$ cat config.mk
export PLATFORM = sky130hd
export DESIGN_NAME = rate_limited_lag_action_ladder_top
export DESIGN_NICKNAME = d
export VERILOG_FILES = /design/src/sv/rlla_pkg.sv /design/src/sv/rlla_fifo.sv /design/src/sv/rlla_front.sv /design/src/sv/rlla_back.sv /design/src/sv/rate_limited_lag_action_ladder_top.sv
export SDC_FILE = /design/constraint.sdc
export NUM_CORES = 2
export LEC_CHECK = 0
export ABC_AREA = 1
export BUFFER_PORTS_ARGS = -buffer_cell sky130_fd_sc_hd__buf_2
export CORE_MARGIN = 1
export CORE_UTILIZATION = 65
export DETAILED_ROUTE_END_ITERATION = 7
export PLACE_DENSITY = 0.85
export SLEW_MARGIN = 5
export SYNTH_ARGS = -nofsm -noshare
export SYNTH_HDL_FRONTEND = slang
export SYNTH_HIERARCHICAL = 1
export SYNTH_SLANG_ARGS = --single-unit
$ cat constraint.sdc
create_clock -name clk -period 20.7 [get_ports clk]
set_clock_uncertainty 0.1 [all_clocks]
set_input_delay 1.035 -clock clk [delete_from_list [all_inputs] [get_ports clk]]
set_output_delay 1.035 -clock clk [all_outputs]
set_load 0.02 [all_outputs]
$ cat src/sv/rlla_pkg.sv
// ----------------------------------------------------------------------------
// rlla_pkg
// Types and codes shared by the lag action ladder modules.
// ----------------------------------------------------------------------------
package rlla_pkg;

  // register indexes on the config port
  localparam logic [1:0] REG_FAST_THRESHOLD     = 2'd0;
  localparam logic [1:0] REG_SKIP_THRESHOLD     = 2'd1;
  localparam logic [1:0] REG_SNAPSHOT_THRESHOLD = 2'd2;
  localparam logic [1:0] REG_COOLDOWN_MS        = 2'd3;

  localparam logic [31:0] FAST_THRESHOLD_RESET     = 32'd1;
  localparam logic [31:0] SKIP_THRESHOLD_RESET     = 32'd4;
  localparam logic [31:0] SNAPSHOT_THRESHOLD_RESET = 32'd16;
  localparam logic [31:0] COOLDOWN_MS_RESET        = 32'd1000;

  localparam logic ACT_DECIDE = 1'b0;
  localparam logic ACT_CLEAR  = 1'b1;

  typedef enum logic [1:0] {
    DEC_FAST   = 2'd0,
    DEC_SKIP   = 2'd1,
    DEC_SNAP   = 2'd2,
    DEC_RESEED = 2'd3
  } dec_t;

  // class assigned by the front end
  typedef enum logic [2:0] {
    CLS_FAST,
    CLS_SKIP,
    CLS_SNAP,
    CLS_RESEED_REQ,
    CLS_CLEAR
  } cls_t;

  typedef struct packed {
    logic        action;
    logic [31:0] lag_frames;
    logic [47:0] time_ms;
  } item_t;

  typedef struct packed {
    dec_t        decision;
    logic [31:0] skip_count;
    logic [47:0] total_drops;
    logic [31:0] total_reseeds;
    logic [31:0] total_steps;
  } result_t;

  typedef struct packed {
    cls_t        cls;
    logic [31:0] skip_n;
    logic [47:0] time_ms;
  } job_t;

  typedef struct packed {
    logic [31:0] fast;
    logic [31:0] skip;
    logic [31:0] snapshot;
  } thr_t;

endpackage

$ cat src/sv/rlla_fifo.sv
// ----------------------------------------------------------------------------
// rlla_fifo
// Small register FIFO used between front and back and on the result side.
// ----------------------------------------------------------------------------
module rlla_fifo #(
  parameter int WIDTH = 8,
  parameter int DEPTH = 2
) (
  input  logic             clk,
  input  logic             rst,
  input  logic             push,
  input  logic [WIDTH-1:0] wdata,
  output logic             full,
  input  logic             pop,
  output logic [WIDTH-1:0] rdata,
  output logic             empty
);

  localparam int PW = (DEPTH > 1) ? $clog2(DEPTH) : 1;
  localparam int CW = $clog2(DEPTH + 1);

  logic [WIDTH-1:0] mem [DEPTH];
  logic [PW-1:0]    wptr;
  logic [PW-1:0]    rptr;
  logic [CW-1:0]    count;
  logic             do_push;
  logic             do_pop;

  assign full    = (count == CW'(DEPTH));
  assign empty   = (count == '0);
  assign do_push = push && !full;
  assign do_pop  = pop && !empty;
  assign rdata   = mem[rptr];

  always_ff @(posedge clk) begin
    if (rst) begin
      wptr  <= '0;
      rptr  <= '0;
      count <= '0;
    end else begin
      if (do_push) begin
        wptr <= (wptr == PW'(DEPTH - 1)) ? '0 : wptr + PW'(1);
      end
      if (do_pop) begin
        rptr <= (rptr == PW'(DEPTH - 1)) ? '0 : rptr + PW'(1);
      end
      if (do_push && !do_pop) begin
        count <= count + CW'(1);
      end else if (do_pop && !do_push) begin
        count <= count - CW'(1);
      end
    end
  end

  always_ff @(posedge clk) begin
    if (do_push) begin
      mem[wptr] <= wdata;
    end
  end

endmodule

$ cat src/sv/rlla_front.sv
// ----------------------------------------------------------------------------
// rlla_front
// Threshold ladder: classifies each item and works out the skip count.
// ----------------------------------------------------------------------------
module rlla_front (
  input  rlla_pkg::item_t item,
  input  rlla_pkg::thr_t  thr,
  output rlla_pkg::job_t  job
);

  always_comb begin
    job.time_ms = item.time_ms;
    job.skip_n  = '0;
    if (item.action == rlla_pkg::ACT_CLEAR) begin
      job.cls = rlla_pkg::CLS_CLEAR;
    end else if (item.lag_frames <= thr.fast) begin
      job.cls = rlla_pkg::CLS_FAST;
    end else if (item.lag_frames <= thr.skip) begin
      job.cls    = rlla_pkg::CLS_SKIP;
      job.skip_n = item.lag_frames - thr.fast;
    end else if (item.lag_frames <= thr.snapshot) begin
      job.cls = rlla_pkg::CLS_SNAP;
    end else begin
      job.cls = rlla_pkg::CLS_RESEED_REQ;
    end
  end

endmodule

$ cat src/sv/rlla_back.sv
// ----------------------------------------------------------------------------
// rlla_back
// Carries out classified jobs: reseed cooldown, counters, result build.
// ----------------------------------------------------------------------------
module rlla_back (
  input  logic              clk,
  input  logic              rst,
  input  logic              job_valid,
  input  rlla_pkg::job_t    job,
  output logic              job_take,
  input  logic              res_full,
  output rlla_pkg::result_t res,
  input  logic [31:0]       cooldown_ms
);

  logic        reseed_seen;
  logic [47:0] last_reseed_time;
  logic [47:0] drop_sum;
  logic [31:0] reseed_tally;
  logic [31:0] step_tally;

  logic        reseed_seen_next;
  logic [47:0] last_reseed_time_next;
  logic [47:0] drop_sum_next;
  logic [31:0] reseed_tally_next;
  logic [31:0] step_tally_next;

  logic [48:0] elapsed;
  logic        cooled;

  assign job_take = job_valid && !res_full;

  // signed 49-bit difference; negative never meets the cooldown
  assign elapsed = {1'b0, job.time_ms} - {1'b0, last_reseed_time};
  assign cooled  = !elapsed[48] && (elapsed[47:0] >= {16'b0, cooldown_ms});

  always_comb begin
    reseed_seen_next      = reseed_seen;
    last_reseed_time_next = last_reseed_time;
    drop_sum_next         = drop_sum;
    reseed_tally_next     = reseed_tally;
    step_tally_next       = step_tally + 32'd1;
    res.decision          = rlla_pkg::DEC_FAST;
    res.skip_count        = '0;
    case (job.cls)
      rlla_pkg::CLS_CLEAR: begin
        reseed_seen_next      = 1'b0;
        last_reseed_time_next = '0;
        drop_sum_next         = '0;
        reseed_tally_next     = '0;
        step_tally_next       = '0;
      end
      rlla_pkg::CLS_FAST: begin
        res.decision = rlla_pkg::DEC_FAST;
      end
      rlla_pkg::CLS_SKIP: begin
        res.decision   = rlla_pkg::DEC_SKIP;
        res.skip_count = job.skip_n;
        drop_sum_next  = drop_sum + {16'b0, job.skip_n};
      end
      rlla_pkg::CLS_SNAP: begin
        res.decision = rlla_pkg::DEC_SNAP;
      end
      rlla_pkg::CLS_RESEED_REQ: begin
        if (!reseed_seen || cooled) begin
          res.decision          = rlla_pkg::DEC_RESEED;
          reseed_seen_next      = 1'b1;
          last_reseed_time_next = job.time_ms;
          reseed_tally_next     = reseed_tally + 32'd1;
        end else begin
          res.decision = rlla_pkg::DEC_SNAP;
        end
      end
      default: begin
        res.decision    = rlla_pkg::DEC_FAST;
        step_tally_next = step_tally;
      end
    endcase
    res.total_drops   = drop_sum_next;
    res.total_reseeds = reseed_tally_next;
    res.total_steps   = step_tally_next;
  end

  always_ff @(posedge clk) begin
    if (rst) begin
      reseed_seen      <= 1'b0;
      last_reseed_time <= '0;
      drop_sum         <= '0;
      reseed_tally     <= '0;
      step_tally       <= '0;
    end else if (job_take) begin
      reseed_seen      <= reseed_seen_next;
      last_reseed_time <= last_reseed_time_next;
      drop_sum         <= drop_sum_next;
      reseed_tally     <= reseed_tally_next;
      step_tally       <= step_tally_next;
    end
  end

endmodule

$ cat src/sv/rate_limited_lag_action_ladder_top.sv
// ----------------------------------------------------------------------------
// rate_limited_lag_action_ladder_top
// Lag action ladder with reseed cooldown, queue interfaces on both sides.
// ----------------------------------------------------------------------------
// One item per clock is sustained while results are popped: the front end
// classifies an item in the cycle it is pushed and writes it to a job queue;
// the back end takes one job a cycle while the result queue has room, updates
// the counters and reseed history and writes the result to the result queue.
// A result thus passes through the job queue and then the result queue before
// it shows on the result ports. The block holds up to JOB_DEPTH + RES_DEPTH
// items when results are not popped, after which full rises.
module rate_limited_lag_action_ladder_top #(
  parameter int JOB_DEPTH = 2,
  parameter int RES_DEPTH = 2
) (
  input  logic              clk,
  input  logic              rst,
  input  logic              push,
  input  rlla_pkg::item_t   item,
  output logic              full,
  input  logic              pop,
  output rlla_pkg::result_t result,
  output logic              empty,
  input  logic              cfg_we,
  input  logic [1:0]        cfg_index,
  input  logic [31:0]       cfg_data
);

  rlla_pkg::thr_t    thr;
  logic [31:0]       cooldown_ms;
  rlla_pkg::job_t    job_in;
  rlla_pkg::job_t    job_out;
  logic              job_empty;
  logic              job_take;
  logic              res_full;
  rlla_pkg::result_t res;

  always_ff @(posedge clk) begin
    if (rst) begin
      thr.fast     <= rlla_pkg::FAST_THRESHOLD_RESET;
      thr.skip     <= rlla_pkg::SKIP_THRESHOLD_RESET;
      thr.snapshot <= rlla_pkg::SNAPSHOT_THRESHOLD_RESET;
      cooldown_ms  <= rlla_pkg::COOLDOWN_MS_RESET;
    end else if (cfg_we) begin
      case (cfg_index)
        rlla_pkg::REG_FAST_THRESHOLD:     thr.fast     <= cfg_data;
        rlla_pkg::REG_SKIP_THRESHOLD:     thr.skip     <= cfg_data;
        rlla_pkg::REG_SNAPSHOT_THRESHOLD: thr.snapshot <= cfg_data;
        rlla_pkg::REG_COOLDOWN_MS:        cooldown_ms  <= cfg_data;
        default: ;
      endcase
    end
  end

  rlla_front u_front (
    .item (item),
    .thr  (thr),
    .job  (job_in)
  );

  rlla_fifo #(
    .WIDTH ($bits(rlla_pkg::job_t)),
    .DEPTH (JOB_DEPTH)
  ) u_job_q (
    .clk   (clk),
    .rst   (rst),
    .push  (push),
    .wdata (job_in),
    .full  (full),
    .pop   (job_take),
    .rdata (job_out),
    .empty (job_empty)
  );

  rlla_back u_back (
    .clk         (clk),
    .rst         (rst),
    .job_valid   (!job_empty),
    .job         (job_out),
    .job_take    (job_take),
    .res_full    (res_full),
    .res         (res),
    .cooldown_ms (cooldown_ms)
  );

  rlla_fifo #(
    .WIDTH ($bits(rlla_pkg::result_t)),
    .DEPTH (RES_DEPTH)
  ) u_res_q (
    .clk   (clk),
    .rst   (rst),
    .push  (job_take),
    .wdata (res),
    .full  (res_full),
    .pop   (pop),
    .rdata (result),
    .empty (empty)
  );

endmodule

# Yosys cells after proc, flatten, opt, wreduce, memory -nomap -nowiden
# Memories as Yosys holds them, arrays and structs flattened. A register that Yosys moved wholly into a read port is not among the register bits.
# Index checks and enable logic that the tools add are counted.
# classes
addsub	13
order_cmp	4
n_eq_ne	10
n_mux	34
reduce_logical	34
# ops
operator	n
one-hot mux 48 bit (2 select lines)	2
2-to-1 mux 32 bit	5
one-hot mux 32 bit (2 select lines)	2
less-or-equal comparator 32 bit	3
adder 32 x 1 -> 32 bit (second input constant)	2
subtractor 48 x 48 -> 49 bit	1
adder 48 x 32 -> 48 bit	1
>= comparator 48 x 32 -> 1 bit	1
2-to-1 mux 48 bit	1
subtractor 32 bit	1
2-to-1 mux 1 bit	15
logical AND 1 bit	10
logical NOT 1 bit	10
2-to-1 mux 2 bit	5
== test 2 bit (second input constant)	4
AND reduction 2 bit	4
== test 3 x 2 -> 1 bit (second input constant)	2
logical NOT 2 bit	3
2-to-1 mux 3 bit	2
one-hot mux 2 bit (3 select lines)	1
nonzero test 2 bit	3
adder 1 bit (second input constant)	4
adder 2 x 1 -> 2 bit (second input constant)	2
OR reduction 4 bit	1
9 further kinds	10
# word_totals
regBits	297
mem_bits_rw	458
input_bits	120
output_inout_bits	148
wordCells	112
memories	2
# mem_list
memory	depth	width	read_ports	rd_ports_with_merged_regs	write_ports	line_no	source
u_res_q.mem	2	146	1	1	1	rlla_fifo.sv:22	logic [WIDTH-1:0] mem [DEPTH];
u_job_q.mem	2	83	1	1	1	rlla_fifo.sv:22	

# Logic depth before layout (Yosys ltp)
# depth
word_depth	8
depth_mapped	33
mapped_depth_nobuf	30

# By module
# Netlist, hierarchy kept.
# modules_own_cells
mod	n_inst	cells_each	area_per_inst_um2
rlla_back	1	2865	16109.2
rlla_fifo at u_res_q	1	491	10860.4
rlla_fifo at u_job_q	1	295	6585.1
rate_limited_lag_action_ladder_top	1	806	5243.8
rlla_front	1	857	4899.7

# Worst setup path after synthesis
# No wires, ideal clock.
# synth_timing
path_type	reg2reg
start	register u_job_q.count[0]
end	memory u_res_q/mem[0][0] (netlist name) (enable)
setup_time_ns	0.654
arrival_time_ns	7.641
required_ns	19.946
slack_ns	12.305
path_stages_with_launch	9
synth_period_minus_slack_ns	8.395
path_cell_list	dfxtp_1 -> nor2_1 -> inv_1 -> inv_1 -> nor2_1 -> clkbuf_1 -> clkbuf_1 -> o21ai_1 -> nor2_1
# synth_between
elab_chain_cells	6
# synth_lines
item	line_no	source
from (decl)	rlla_fifo.sv:25	logic [CW-1:0] count;
from (signal assigned)	rlla_fifo.sv:48	count <= count + CW'(1);
from (signal assigned)	rlla_fifo.sv:50	count <= count - CW'(1);
logical NOT 2 bit	rlla_fifo.sv:30	assign empty = (count == '0);
via job_empty	rate_limited_lag_action_ladder_top.sv:33	logic job_empty;
logical NOT 1 bit	rate_limited_lag_action_ladder_top.sv:78	.job_valid (!job_empty),
logical AND 1 bit	rlla_back.sv:31	assign job_take = job_valid && !res_full;
via job_take	rate_limited_lag_action_ladder_top.sv:34	logic job_take;
logical AND 1 bit	rlla_fifo.sv:31	assign do_push = push && !full;
2-to-1 mux 1 bit	rlla_fifo.sv:56	if (do_push) begin
2-to-1 mux 1 bit (not written as such)	rlla_fifo.sv:57	mem[wptr] <= wdata;
to (decl)	rlla_fifo.sv:22	
# The timed path passes the listed nets, and every way through them passes these cells.

==> metrics <==
Synth Net Count between 5000 and 6000; area of the multi-input gates 0.0190 mm2; DR WL/cell approximately 18 um; met2 global-route usage 53.7%; Synth Warn # 6; Worst-path clk slew 0.06 ns; average instance area after synthesis between 8 and 9 um2; failing checks design-rule violations; IO Count 268; CTS tree built; Critical Path AT around 7.8 ns; PortBufs about 270; core footprint between 0.06 and 0.07 mm2; Avg Vias per Cell 5.56; GR Overflow Total 0; R2R setup slack roughly 13 ns; DP HPWL 79500 um; Root Buffer clkbuf_16; total leakage power 21.8 nW; post-CTS setup repair buffer count 0; Logic pwr share 41.7%; CP Launch Type flip-flop; # resized after CTS 0; Worst EP required roughly 21 ns; Synth Register Bits 757; most frequent cells in the layout nand2_1 (1180), inv_1 (928), nor2_1 (558), edfxtp_1 (458), a21oi_1 (366); Critical Path Sink u_back/last_reseed_time[33]; fin. max-slew vios 0; Slew @ Worst Pin 1.17 ns; vias in the first global route 33204; global route hottest layer met2; status finished with violations; Initial Util 66.1%; final setup fails 0; clock power share between 20% and 30%; Setup CP Type flip-flop to flip-flop; Psw about 0.0026 W; largest net degree at the start of global routing roughly 110; share of cells above drive strength 1 13.4%; crit end category flip-flop; Initial DRC Count 4033; synthesis-to-layout area growth 9.38%; first-pass GRT wire length around 170000 um; Max stage delay cell, worst path nand3_2; FF+latch area a little under 0.02 mm2; unrepaired setup endpoints after global routing false; final cell count without fillers around 6400; buffers from clock root to sink, at most 3; Post-DRT Antenna Nets 0; worst-skew pair later-pin latency 0.66 ns; CP delay by family, top simple AND/OR/NAND/NOR gates; Top cell by count, worst path nand2_1; final wirelength 112000 um; clk sink count 757; commonest non-fill, non-tap cell in the layout nand2_1; share of flip-flops with an asynchronous set or reset 0%; Period Utilization, post-route roughly a third; Post-synth EDFFs 458; Syn Inst Count 5314; Mapped Area 0.0437 mm2; first-pass iteration count of the detailed router 8; FMAX 137 MHz; setup TNS 0 ns; Overall Power 0.00644 W; met3 Use GR 5.26%; R2R depth 28; CTS Buf Count 81; Cells after DPL 6252; Worst Hold Class flip-flop to flip-flop; final net count 5806; Final Hold Vio Count 0; worst stage delay on the critical path 1.02 ns; Final Critical Period 7.30 ns; Sw Ratio 40.7%; Max-slew headroom 22.1%; Site Rows 94; GRT Util Overall 32.3%; register area share after synthesis 45.2%; Pint 0.00382 W; Unique masters post-synth 60; Primary FF master, synth edfxtp_1; Hold Buf Count CTS 0; GRT met1 Usage 42.8%; gpl congestion just under 1; Worst path depth 28; DR DRC count 13; CP Max Fanout 50; CP Buf/Inv Count 2; Max-Cap Viols 0; via count 35645; VDD IR max 0.0000829 V; Cell Area, Placed 0.0450 mm2; reg2reg end u_back/last_reseed_time[33]; initial antenna violation count 10; die area 0.0683 mm2; DIE WIDTH 261 um; # H-tree levels 3; PwrDens 135 mW/mm2; Layout Cell Area excl Fill 0.0478 mm2; fillcell total approximately 4900; register share of total power 34.9%; Die Y-Extent 261 um
## sequential cells by signal, summed over array words and instances, names as in the netlist, named ones only
name and count:
u_back/reseed_tally 32, u_job_q/count 2, u_res_q/rptr 1, u_back/last_reseed_time 48, u_res_q/mem 292, u_back/step_tally 32
cooldown_ms 32, thr 96, u_job_q/rptr 1, u_back/reseed_seen 1, u_res_q/count 2, u_back/drop_sum 48
u_job_q/wptr 1, u_job_q/mem 166, u_res_q/wptr 1
## power by group through the flow
stage                     combinational [W]  clock [W]  sequential, W
final                               0.00269    0.00151        0.00225
after global routing                0.00296    0.00158        0.00228
after CTS                           0.00266    0.00152        0.00224
after detailed placement            0.00263          0        0.00227
after global placement              0.00257          0        0.00224
after floorplan                     0.00196          0        0.00225
## worst reg2reg max path: cells and delay by family (launching register included)
kind,cells,cell delay [ns]
XOR/XNOR,1,0.32
buffers and inverters,2,0.90
multiplexers,1,0.38
AO/OA/AOI/OAI,5,0.85
adder cells (fa/ha/maj),2,0.70
flip-flops,1,0.74
AND/OR/NAND/NOR,17,3.23
## Yosys cell counts, types with 5 or more instances
| cell | instances | area (um2) |
|---|---|---|
| a211oi_1 | 9 | 67.6 |
| a21o_1 | 7 | 52.6 |
| a21oi_1 | 366 | 1830 |
| and2_1 | 5 | 31.3 |
| buf_1 | 25 | 93.8 |
| buf_12 | 10 | 200 |
| buf_2 | 36 | 180 |
| buf_4 | 49 | 368 |
| buf_6 | 14 | 158 |
| clkbuf_1 | 77 | 289 |
| clkbuf_8 | 10 | 138 |
| dfxtp_1 | 299 | 5990 |
| edfxtp_1 | 458 | 13800 |
| ha_1 | 212 | 2650 |
| inv_1 | 931 | 3490 |
| inv_2 | 13 | 48.8 |
| mux2_2 | 159 | 1790 |
| mux2_4 | 70 | 1050 |
| mux2i_1 | 5 | 50.1 |
| nand2_1 | 1181 | 4430 |
| nand2_2 | 7 | 43.8 |
| nand3_1 | 216 | 1080 |
| nand3b_1 | 7 | 52.6 |
| nand4_1 | 124 | 776 |
| nor2_1 | 563 | 2110 |
| nor2_2 | 9 | 56.3 |
| nor2_4 | 30 | 338 |
| nor3_1 | 52 | 260 |
| nor4_1 | 11 | 68.8 |
| o21a_1 | 10 | 75.1 |
| o21ai_0 | 225 | 1130 |
| o21ai_1 | 7 | 35.0 |
| o21bai_1 | 21 | 158 |
| o22ai_1 | 6 | 37.5 |
| xnor2_1 | 24 | 210 |
| xor2_1 | 25 | 219 |
## routing by layer
| metal | share of wire, % | wire length [um] |
|---|---|---|
| met1 | 42 | 46900 |
| met2 | 47 | 53100 |
| met3 | 7.8 | 8720 |
| met5 | 0.039 | 44 |
| met4 | 3.3 | 3660 |
## worst min path at each step
stage,to,cells after the start,from
after floorplan,thr[34],2,thr[34]
after CTS,u_back/last_reseed_time[23],2,u_back/last_reseed_time[23]
after detailed placement,thr[64],2,thr[64]
final,u_back/last_reseed_time[28],2,u_back/last_reseed_time[28]
after global placement,thr[64],2,thr[64]
after global routing,thr[64],2,thr[64]
## cells by family after synthesis
group | after synthesis | synth area share, %
compound gates | 669 | 8.09
xor+xnor | 49 | 0.982
fa+ha+maj | 215 | 6.21
buf+inv | 1168 | 11.4
flops | 757 | 45.2
mux | 234 | 6.62
simple gates | 2222 | 21.5
## cell type report
class	instances	area share (%)
well taps	864	2.26
flip-flops and latches	757	41.3
multi-input cells	3389	39.8
repair buffers	295	3.24
inverters	947	7.44
diodes	6	0.0314
clock buffers	108	4.69
clock inverters	43	1.18
## stage by stage
stage | util, % | worst slack, ns | hold slack, ns
after global routing | 72.3 | 12.85 | 0.385
after floorplan | - | 12.30 | 0.329
after CTS | 72.3 | 13.44 | 0.362
after global placement | 68.1 | 13.66 | 0.343
after detailed placement | 68.1 | 13.48 | 0.348
final | 72.3 | 13.40 | 0.363
Power figures use the tool's default switching activity.
